==> config.mk <==
export PLATFORM = sky130hd
export DESIGN_NAME = snpc_queue
export DESIGN_NICKNAME = d
export VERILOG_FILES = /design/src/design/snpc_pkg.sv /design/src/design/snpc_queue.sv
export SDC_FILE = /design/constraint.sdc
export NUM_CORES = 1
export LEC_CHECK = 0
export BUFFER_PORTS_ARGS = -buffer_cell sky130_fd_sc_hd__clkbuf_2
export CORE_ASPECT_RATIO = 1.1
export CORE_MARGIN = 2
export CORE_UTILIZATION = 50
export CTS_CLUSTER_DIAMETER = 120
export DETAILED_ROUTE_END_ITERATION = 10
export PLACE_DENSITY = 0.68
export REMOVE_ABC_BUFFERS = 1
export SLEW_MARGIN = 20
export SYNTH_ARGS = -nofsm -noshare
export SYNTH_HDL_FRONTEND = slang
export SYNTH_SLANG_ARGS = --single-unit
==> constraint.sdc <==
create_clock -name clk_i -period 13.1 [get_ports clk_i]
set_input_delay 1.965 -clock clk_i [delete_from_list [all_inputs] [get_ports clk_i]]
set_output_delay 1.965 -clock clk_i [all_outputs]
set_load 0.1 [all_outputs]
==> src/design/snpc_pkg.sv <==
// Shared widths, register codes and payload types of the near-plane clip core.
// No dependencies.
package snpc_pkg;

  localparam int COORD_W   = 32;
  localparam int FRAC_BITS = 16;
  localparam int FWD_W     = FRAC_BITS + 2;
  localparam int NEAR_W    = COORD_W - 1;
  localparam int DIFF_W    = COORD_W + 1;
  localparam int PROD_W    = DIFF_W + FWD_W;
  localparam int SUM_W     = PROD_W + 2;
  localparam int DEPTH_W   = SUM_W - FRAC_BITS;
  localparam int NUMDEN_W  = DEPTH_W + 1;
  localparam int ABS_W     = NUMDEN_W + 1;
  localparam int MAG_W     = NUMDEN_W;
  localparam int T_W       = FRAC_BITS + 1;
  localparam int MUL_W     = DIFF_W + T_W + 1;
  localparam int CFG_IDX_W = 32;
  localparam int NUM_REGS  = 7;
  localparam int QDEPTH    = 4;
  localparam int QPTR_W    = $clog2(QDEPTH);

  localparam logic [T_W-1:0]    ONE_T      = T_W'(1) << FRAC_BITS;
  localparam logic [FWD_W-1:0]  FWD_ONE    = FWD_W'(1) << FRAC_BITS;
  localparam logic [NEAR_W-1:0] NEAR_RESET = NEAR_W'(((1 << FRAC_BITS) + 5) / 10);

  // Configuration register indexes.
  typedef enum logic [2:0] {
    REG_CAMERA_X  = 3'd0,
    REG_CAMERA_Y  = 3'd1,
    REG_CAMERA_Z  = 3'd2,
    REG_FORWARD_X = 3'd3,
    REG_FORWARD_Y = 3'd4,
    REG_FORWARD_Z = 3'd5,
    REG_NEAR      = 3'd6
  } cfg_reg_e;

  // How the fraction of one segment is formed.
  typedef enum logic [1:0] {
    KIND_DEGEN = 2'd0,
    KIND_ZERO  = 2'd1,
    KIND_ONE   = 2'd2,
    KIND_DIV   = 2'd3
  } clip_kind_e;

  typedef struct packed {
    logic signed [COORD_W-1:0] start_x;
    logic signed [COORD_W-1:0] start_y;
    logic signed [COORD_W-1:0] start_z;
    logic signed [COORD_W-1:0] end_x;
    logic signed [COORD_W-1:0] end_y;
    logic signed [COORD_W-1:0] end_z;
  } seg_in_t;

  typedef struct packed {
    logic signed [COORD_W-1:0] clipped_x;
    logic signed [COORD_W-1:0] clipped_y;
    logic signed [COORD_W-1:0] clipped_z;
    logic [T_W-1:0]            fraction;
    logic                      degenerate;
  } seg_out_t;

  // One classified segment as it waits between front and back.
  typedef struct packed {
    logic [2:0][COORD_W-1:0] start;
    logic [2:0][DIFF_W-1:0]  dir;
    logic [MAG_W-1:0]        num;
    logic [MAG_W-1:0]        den;
    clip_kind_e              kind;
  } qent_t;

  // One step of the fraction divider.
  typedef struct packed {
    logic [MAG_W-1:0]        rem;
    logic [FRAC_BITS-1:0]    quo;
    logic [MAG_W-1:0]        den;
    logic [2:0][COORD_W-1:0] start;
    logic [2:0][DIFF_W-1:0]  dir;
    clip_kind_e              kind;
  } dstep_t;

  // Queue status seen by both sides.
  typedef struct packed {
    logic full;
    logic empty;
  } qstat_t;

endpackage

==> src/design/snpc_queue.sv <==
// Short queue of classified segments between the front and the back.
// Depends on snpc_pkg.
module snpc_queue (
  input  logic              clk_i,
  input  logic              rst_ni,
  input  logic              push_i,
  input  snpc_pkg::qent_t   push_data_i,
  input  logic              pop_i,
  output snpc_pkg::qent_t   head_o,
  output snpc_pkg::qstat_t  qstat_o
);
  import snpc_pkg::*;

  qent_t             slot_q [QDEPTH];
  logic [QPTR_W-1:0] wr_ptr_q;
  logic [QPTR_W-1:0] rd_ptr_q;
  logic [QPTR_W:0]   count_q;

  assign qstat_o.full  = (count_q == (QPTR_W + 1)'(QDEPTH));
  assign qstat_o.empty = (count_q == '0);
  assign head_o        = slot_q[rd_ptr_q];

  // Pointers and fill count.
  always_ff @(posedge clk_i or negedge rst_ni) begin
    if (!rst_ni) begin
      wr_ptr_q <= '0;
      rd_ptr_q <= '0;
      count_q  <= '0;
    end else begin
      if (push_i) begin
        wr_ptr_q <= wr_ptr_q + 1'b1;
      end
      if (pop_i) begin
        rd_ptr_q <= rd_ptr_q + 1'b1;
      end
      priority if (push_i && !pop_i) begin
        count_q <= count_q + 1'b1;
      end else if (pop_i && !push_i) begin
        count_q <= count_q - 1'b1;
      end else begin
        count_q <= count_q;
      end
    end
  end

  // Entry storage.
  always_ff @(posedge clk_i) begin
    if (push_i) begin
      slot_q[wr_ptr_q] <= push_data_i;
    end
  end

endmodule

# == Word level (Yosys, flattened, before mapping) ==
# Memory sizes are Yosys's and may differ from the RTL's.
# Cells that the tools add are included.
# classes
mul,0
n_addsub,4
n_eq_ne,1
shifts,0
n_div,0
reduce_logical,6
n_lt_le_gt_ge,0
n_mux,4
bitwise_logic,0
# ops
op,n
$mux W3,2
$add A2 B1 Y2 const B,2
$add A3 B1 Y3 const B,1
$eq A3 B3 Y1 const B,1
$logic_not A3 Y1,1
$sub A3 B1 Y3 const B,1
$logic_and A1 B1 Y1,2
$logic_not A1 Y1,2
$mux W1,2
$reduce_bool A2 Y1,1
# totals
memories,1
output_inout_bits,275
word_cells,19
input_bits,277
ram_bits,1092
ff_bits,7
latch_bits,0
rom_bits,0
# mem_list
name,words,word_bits,read_ports,rd_clocked_by_memory_dff,wr,line_no,text
slot_q,4,273,1,0,1,snpc_queue.sv:14,qent_t slot_q [QDEPTH];

# == Logic depth before layout (Yosys ltp) ==
# Gate-level depths: netlist of the first run.
# logic_depth
word_depth,4
depth_mapped,7
depth_no_buf,7

# == Worst setup path after synthesis of the first run ==
# OpenSTA, ideal clock, no wires.
# synth_timing
path_kind,in2reg
start,in push_i
end,"mem slot_q[1][0] (netlist bit), enable pin"
path_slack_ps,4303
path_buffers,0
setup_time_ps,668
cell_stages,1
required_ps,12432
t_arrival_ps,8130
cell_sequence,and2_1
# synth_between
elab_chain_cells,2
# synth_lines
item,line_no,text
from (decl),snpc_queue.sv:6,"input logic push_i,"
$mux W1,snpc_queue.sv:48,if (push_i) begin
$mux W1 (implied by the code),snpc_queue.sv:49,slot_q[wr_ptr_q] <= push_data_i;
to (decl),snpc_queue.sv:14,
# No other way between the ends.

==> results of run 1 <==
==> logic make-up (layout without fill, tap and decap cells) <==
family,after synthesis,after routing,synth area share
fa+ha+maj,6,6,0.00207
buf+inv,65,777,0.0126
compound gates,1,1,0.000126
mux,274,274,0.155
simple gates,9,9,0.00123
flops,1099,1099,0.828
xor+xnor,6,6,0.00132
other cells,0,7,0
==> cells in the mapped netlist (all sizes together) <==
cell / instances / share of area
nor2: 1 / 0.000094
mux2: 1 / 0.00028
clkbuf: 2 / 0.00019
ha: 5 / 0.0016
and2: 4 / 0.00063
edfxtp: 1092 / 0.82
nor3: 1 / 0.00013
dfrtp: 7 / 0.0044
inv: 4 / 0.00038
nor3b: 1 / 0.00019
fa: 1 / 0.00050
xor2: 4 / 0.00088
buf: 59 / 0.012
nand2: 2 / 0.00019
xnor2: 2 / 0.00044
o21ai: 1 / 0.00013
mux4: 273 / 0.15
==> state kept, by name, summed over array words and instances, names as in the netlist <==
register / cells
slot_q: 1092
count_q: 3
wr_ptr_q: 2
rd_ptr_q: 2
==> layer usage <==
| layer | vias to the layer above | wire length, µm |
|---|---|---|
| met5 | - | 118 |
| met4 | 18 | 2060 |
| met3 | 129 | 6190 |
| met2 | 585 | 42300 |
| met1 | 9337 | 29100 |
| li1 | 7645 | - |
==> worst max-delay path, stage by stage, from the launching register on <==
cell and delay (ns):
sky130_fd_sc_hd__dfrtp_4 1.03, sky130_fd_sc_hd__buf_6 0.71, sky130_fd_sc_hd__buf_4 0.83, sky130_fd_sc_hd__mux4_2 0.38
sky130_fd_sc_hd__clkbuf_2 0.48
==> metrics by stage <==
step | setup TNS (ns) | hold WS (ns) | instance area (µm²) | util | std cells
floorplan | -172.53 | 0.456 | 39300 | - | 1399
global placement | 0 | 0.475 | 43600 | 0.553 | 3017
detailed placement | 0 | 0.510 | 43600 | 0.553 | 3017
CTS | 0 | 0.526 | 47200 | 0.598 | 3217
global route | 0 | 0.560 | 47200 | 0.598 | 3223
finish | 0 | 0.529 | 47200 | 0.598 | 3224
==> final cells by class <==
type | instances | share of cell area
diodes | 7 | 0.000371
clock buffers | 122 | 0.0589
clock inverters | 78 | 0.0164
inverters | 4 | 0.000318
multi-input cells | 296 | 0.135
flip-flops and latches | 1099 | 0.699
well taps | 1045 | 0.0277
repair buffers | 573 | 0.0626
==> worst paths after layout <==
| path | startpoint | slack (ns) | endpoint | cells past startpoint |
|---|---|---|---|---|
| min reg2reg | count_q[2] | 0.53 | count_q[2] | 1 |
| max reg2reg | wr_ptr_q[0] | 9.59 | slot_q[2][170] | 5 |
| max in group asynchronous | rst_ni | 11.79 | rd_ptr_q[0] | 1 |
| max | rd_ptr_q[1] | 6.79 | head_o[173] | 4 |
| min | count_q[2] | 0.53 | count_q[2] | 1 |
| min in group asynchronous | rst_ni | 1.12 | count_q[0] | 1 |
==> results_tabular.tex, run 1 <==
\begin{tabular}{lr}
\hline
Metric & Value \\
\hline
\multicolumn{2}{l}{\textbf{Detailed routing}} \\
Antenna-violating nets left & 0 \\
Final wirelength & $\sim$80000 µm \\
Iteration-0 DRC Markers & between 1000 and 1500 \\
Drt pass-1 iters & 6 \\
Via-per-instance ratio & approximately 5.5 \\
Post-DR wirelength/cell & 24.7 µm \\
Via count & 17700 \\
Number of remaining DRC errors & 0 \\
\multicolumn{2}{l}{\textbf{Timing}} \\
Worst setup margin & slightly below 7 ns \\
Final hold viol count & 0 \\
Final setup violating endpoints & 0 \\
Max-slew violation total from the final report & 0 \\
Final cycle utilization of the critical path & 0.482 \\
Crit path time final & approximately 6.3 ns \\
Timing-limited maximum frequency & roughly 160 MHz \\
Post-route clock skew & 0.0145 ns \\
Setup repair after global routing missed its margin & no \\
Worst slew margin & 0.279 \\
Worst-Margin Slew & roughly 1.1 ns \\
\multicolumn{2}{l}{\textbf{Placed design}} \\
Final weighted congestion in routability-driven placement & 0.780 \\
Post-detailed-placement half-perimeter wirelength & a little under 50000 µm \\
Pre-CTS setup slack & around 7.4 ns \\
Count of input and output buffers & roughly 550 \\
\multicolumn{2}{l}{\textbf{Clock tree}} \\
Post-CTS setup repair buffer count & 0 \\
Clk slew on worst S/H paths & around 0.06 ns \\
Clock root buffer & sky130\_fd\_sc\_hd\_\_clkbuf\_16 \\
Number of hold-repair buffers added at the cts stage & 0 \\
Count of H-tree levels built during CTS & 3 \\
CTS tree & done \\
Worst skew pair latency & between 0.6 and 0.7 ns \\
Clock net sink count & between 1000 and 1500 \\
Number of buffers added by the clock tree synthesis step & between 100 and 150 \\
Number of gates resized after CTS & 0 \\
Clock Tree Buf Depth & 3 \\
\multicolumn{2}{l}{\textbf{Hold path}} \\
Min-Delay Path Class & reg -> reg \\
\multicolumn{2}{l}{\textbf{Floorplanning}} \\
Initial core utilization & 0.505 \\
Horiz. Die Dim & $\sim$270 µm \\
Number of placement rows & approximately 110 \\
Die Area & around 80000 µm² \\
Core Box Area & between 70000 and 80000 µm² \\
I/O Pins & approximately 550 \\
Die boundary height & between 200 and 300 µm \\
\multicolumn{2}{l}{\textbf{Layout}} \\
Fill cell total of the finished layout & 5544 \\
Layout area overhead & 18.5\% \\
Area of combinational cells with multiple inputs & $\sim$6400 µm² \\
Share of layout cells above drive strength 1 & 0.469 \\
Post-layout net count & 2364 \\
Most common cell after layout, fill and taps aside & sky130\_fd\_sc\_hd\_\_edfxtp\_1 \\
Most frequent cells in the layout & 1092 x sky130\_fd\_sc\_hd\_\_edfxtp\_1, 551 x sky130\_fd\_sc\_hd\_\_clkbuf\_2, 273 x sky130\_fd\_sc\_hd\_\_mux4\_2 \\
Register cell area after layout & between 30000 and 40000 µm² \\
\multicolumn{2}{l}{\textbf{Global route}} \\
GR Util met3 & 0.0584 \\
Global Route Usage Sum & 0.195 \\
Global routing met1 resource utilization & 0.237 \\
Vias in the first global route & 18700 \\
Residual overflow from global routing & 0 \\
Global routing usage on met2 & 0.332 \\
First-pass GRT wire length & 118000 µm \\
Pin count of the biggest net entering global routing & between 100 and 150 \\
Busiest layer in global routing & met2 \\
Antenna violations before repair & 17 \\
\multicolumn{2}{l}{\textbf{Worst setup path}} \\
Critical path fanouts, max & 76 \\
CP required & approximately 11 ns \\
WS Path Type & reg -> out \\
Startpoint type of the worst setup path & flip-flop \\
Data arrival time at the worst-slack endpoint & around 4.4 ns \\
CP Capture Type & primary output \\
\multicolumn{2}{l}{\textbf{Synthesis}} \\
Sequential fraction of the synthesis area & 0.828 \\
Warnings from Yosys & 0 \\
Mean instance size in the synthesized netlist & between 20 and 30 µm² \\
Total standard cell area after synthesis & approximately 40000 µm² \\
Number of instances in the synthesized netlist & 1460 \\
Count of state elements after synthesis & approximately 1100 \\
Count of unique library cells instantiated by Yosys & 20 \\
\multicolumn{2}{l}{\textbf{Status}} \\
Result of the run & finished clean \\
\multicolumn{2}{l}{\textbf{Job}} \\
Max capacitance violation total & 0 \\
\hline
\end{tabular}
Power of run 1 is not shown: default switching activity piles up to over one toggle a cycle in this logic, so the estimate is an artifact.
==> inputs of run 2 (changes only) <==
- clock period: 13.1 -> 6.22 ns (I/O delays scaled with it)
==> run 2 against run 1 <==
Sequential share of layout area is 0.10 points higher; register-to-register slack worse by 5.8 ns; final cell count fell by 0.22%; worst setup slack got worse by 4.7 ns; clock skew shrank 0.0019 ns; wire length shrank 0.29%; worst hold slack worse by 0.43 ns; critical endpoint is now head_o[37]; clock-buffer cell count is 13 higher.
==> results_tabular.tex, run 2 (same netlist as run 1, synthesis figures left out) <==
\begin{tabular}{lr}
\hline
Metric & Value \\
\hline
\multicolumn{2}{l}{\textbf{Status}} \\
Result of the run & finished clean \\
\multicolumn{2}{l}{\textbf{Detailed routing}} \\
Antenna-violating nets left & 0 \\
Via count & 17600 \\
Drt pass-1 iters & 5 \\
Via-per-instance ratio & $\sim$5.5 \\
Final wirelength & roughly 80000 µm \\
Post-DR wirelength/cell & 24.7 µm \\
Number of remaining DRC errors & 0 \\
Iteration-0 DRC Markers & around 1300 \\
\multicolumn{2}{l}{\textbf{Worst setup path}} \\
Largest incremental delay on the critical path & 1.04 ns \\
CP required & 5.29 ns \\
Logic depth of the worst register-to-register path & 4 \\
Startpoint of the worst-slack reg-to-reg timing path & wr\_ptr\_q[1] \\
WS Path Type & reg -> out \\
Critical path fanouts, max & 54 \\
Reg-to-reg critical path endpoint & slot\_q[1][250] \\
Buffers and inverters on the worst path & 2 \\
Crit path max-delay cell type & sky130\_fd\_sc\_hd\_\_dfrtp\_4 \\
Register-to-Register Setup Slack & roughly 3.8 ns \\
Startpoint type of the worst setup path & flip-flop \\
Sequence of cells on the critical path & buf\_12, mux4\_2, clkbuf\_2 \\
Cell family with the largest share of critical-path delay & flip-flops \\
CP Capture Type & primary output \\
Data arrival time at the worst-slack endpoint & between 3 and 4 ns \\
\multicolumn{2}{l}{\textbf{Floorplanning}} \\
Core Box Area & 78900 µm² \\
Horiz. Die Dim & approximately 270 µm \\
Die boundary height & around 300 µm \\
Die Area & 81900 µm² \\
I/O Pins & between 500 and 600 \\
Number of placement rows & between 100 and 150 \\
Initial core utilization & 0.505 \\
\multicolumn{2}{l}{\textbf{Clock tree}} \\
Clock Tree Buf Depth & 3 \\
Clock net sink count & 1099 \\
Count of H-tree levels built during CTS & 3 \\
Clock root buffer & sky130\_fd\_sc\_hd\_\_clkbuf\_16 \\
Worst skew pair latency & between 0.6 and 0.7 ns \\
Number of hold-repair buffers added at the cts stage & 0 \\
Clk slew on worst S/H paths & 0.06 ns \\
Post-CTS setup repair buffer count & 0 \\
CTS tree & done \\
Number of buffers added by the clock tree synthesis step & 105 \\
Number of gates resized after CTS & 0 \\
\multicolumn{2}{l}{\textbf{Timing}} \\
Final hold viol count & 0 \\
Post-route clock skew & around 0.013 ns \\
Crit path time final & about 4.2 ns \\
Setup repair after global routing missed its margin & no \\
Worst-Margin Slew & between 1 and 1.5 ns \\
Worst slew margin & 0.273 \\
Timing-limited maximum frequency & around 240 MHz \\
Max-slew violation total from the final report & 0 \\
Final setup violating endpoints & 0 \\
Final cycle utilization of the critical path & 0.672 \\
\multicolumn{2}{l}{\textbf{Layout}} \\
Most frequent cells in the layout & 1092 x sky130\_fd\_sc\_hd\_\_edfxtp\_1, 551 x sky130\_fd\_sc\_hd\_\_clkbuf\_2, 273 x sky130\_fd\_sc\_hd\_\_mux4\_2 \\
Layout area overhead & 18.3\% \\
Share of layout cells above drive strength 1 & 0.459 \\
Register with the most flip-flops & slot\_q \\
Flip-flop count of the largest register after layout & roughly 1100 \\
Post-layout net count & approximately 2400 \\
Utilization of the core after routing & 0.597 \\
Most common cell after layout, fill and taps aside & sky130\_fd\_sc\_hd\_\_edfxtp\_1 \\
Largest regs & slot\_q x1092, count\_q x3 \\
\multicolumn{2}{l}{\textbf{Placed design}} \\
Count of input and output buffers & 551 \\
Final weighted congestion in routability-driven placement & slightly below 0.8 \\
Post-detailed-placement half-perimeter wirelength & approximately 49000 µm \\
\multicolumn{2}{l}{\textbf{Hold path}} \\
Min-Delay Path Class & in -> async \\
\multicolumn{2}{l}{\textbf{Global route}} \\
Antenna violations before repair & 14 \\
Residual overflow from global routing & 0 \\
First-pass GRT wire length & $\sim$120000 µm \\
Vias in the first global route & 18600 \\
Pin count of the biggest net entering global routing & between 150 and 200 \\
Global Route Usage Sum & 0.194 \\
\multicolumn{2}{l}{\textbf{Job}} \\
Max capacitance violation total & 0 \\
\hline
\end{tabular}
run 2: cell count changes in the layout (fill, tap and decap cells not counted), moves of 2 or more:
cell and delta:
sky130_fd_sc_hd__clkbuf_1 +13, sky130_fd_sc_hd__buf_12 +11, sky130_fd_sc_hd__clkinvlp_4 -5, sky130_fd_sc_hd__clkinv_4 -2
sky130_fd_sc_hd__clkinv_1 +3, sky130_fd_sc_hd__diode_2 +2, sky130_fd_sc_hd__inv_6 -3, sky130_fd_sc_hd__buf_4 -10
sky130_fd_sc_hd__clkinv_2 -12, sky130_fd_sc_hd__bufinv_16 -5
run 2: area by class of cell:
type | count | area, µm²
Clock inverter | 56 | 531
Inverter | 4 | 15.0
Clock buffer | 135 | 2810
Multi-Input combinational cell | 296 | 6360
Timing Repair Buffer | 573 | 3090
Tap cell | 1045 | 1310
Antenna cell | 9 | 22.5
Fill cell | 5569 | 31800
Sequential cell | 1099 | 33000
run 2: per-layer routing:
metal,GRT usage,part of all wire,vias up
met5,0,0.0010,-
met4,0.0721,0.027,12
met3,0.0527,0.067,113
li1,-,-,7628
met1,0.234,0.37,9371
met2,0.334,0.53,518
run 2: through the flow:
step | instances | setup TNS, ns | worst slack, ns | instance area (µm²) | hold WS, ns
3_3_place_gp | 3017 | 0 | 2.64 | 43700 | 0.475
3_5_place_dp | 3017 | 0 | 2.62 | 43700 | 0.497
5_1_grt | 3215 | 0 | 1.78 | 47100 | 0.0714
6_report | 3217 | 0 | 2.04 | 47100 | 0.103
2_1_floorplan | 1399 | -3433.70 | -6.48 | 39300 | 0.456
4_1_cts | 3208 | 0 | 1.87 | 47100 | 0.0461
run 2: how the worst max path moves through the flow:
stage,start,to,slack [ns],depth (start not counted)
CTS,rd_ptr_q[0],head_o[155],1.87,3
floorplan,rd_ptr_q[0],head_o[0],-6.48,1
finish,rd_ptr_q[0],head_o[37],2.04,3
detailed placement,rd_ptr_q[0],head_o[155],2.62,3
global route,rd_ptr_q[0],head_o[155],1.78,3
global placement,rd_ptr_q[0],head_o[155],2.64,3
Power of run 2 is left out for the same reason.
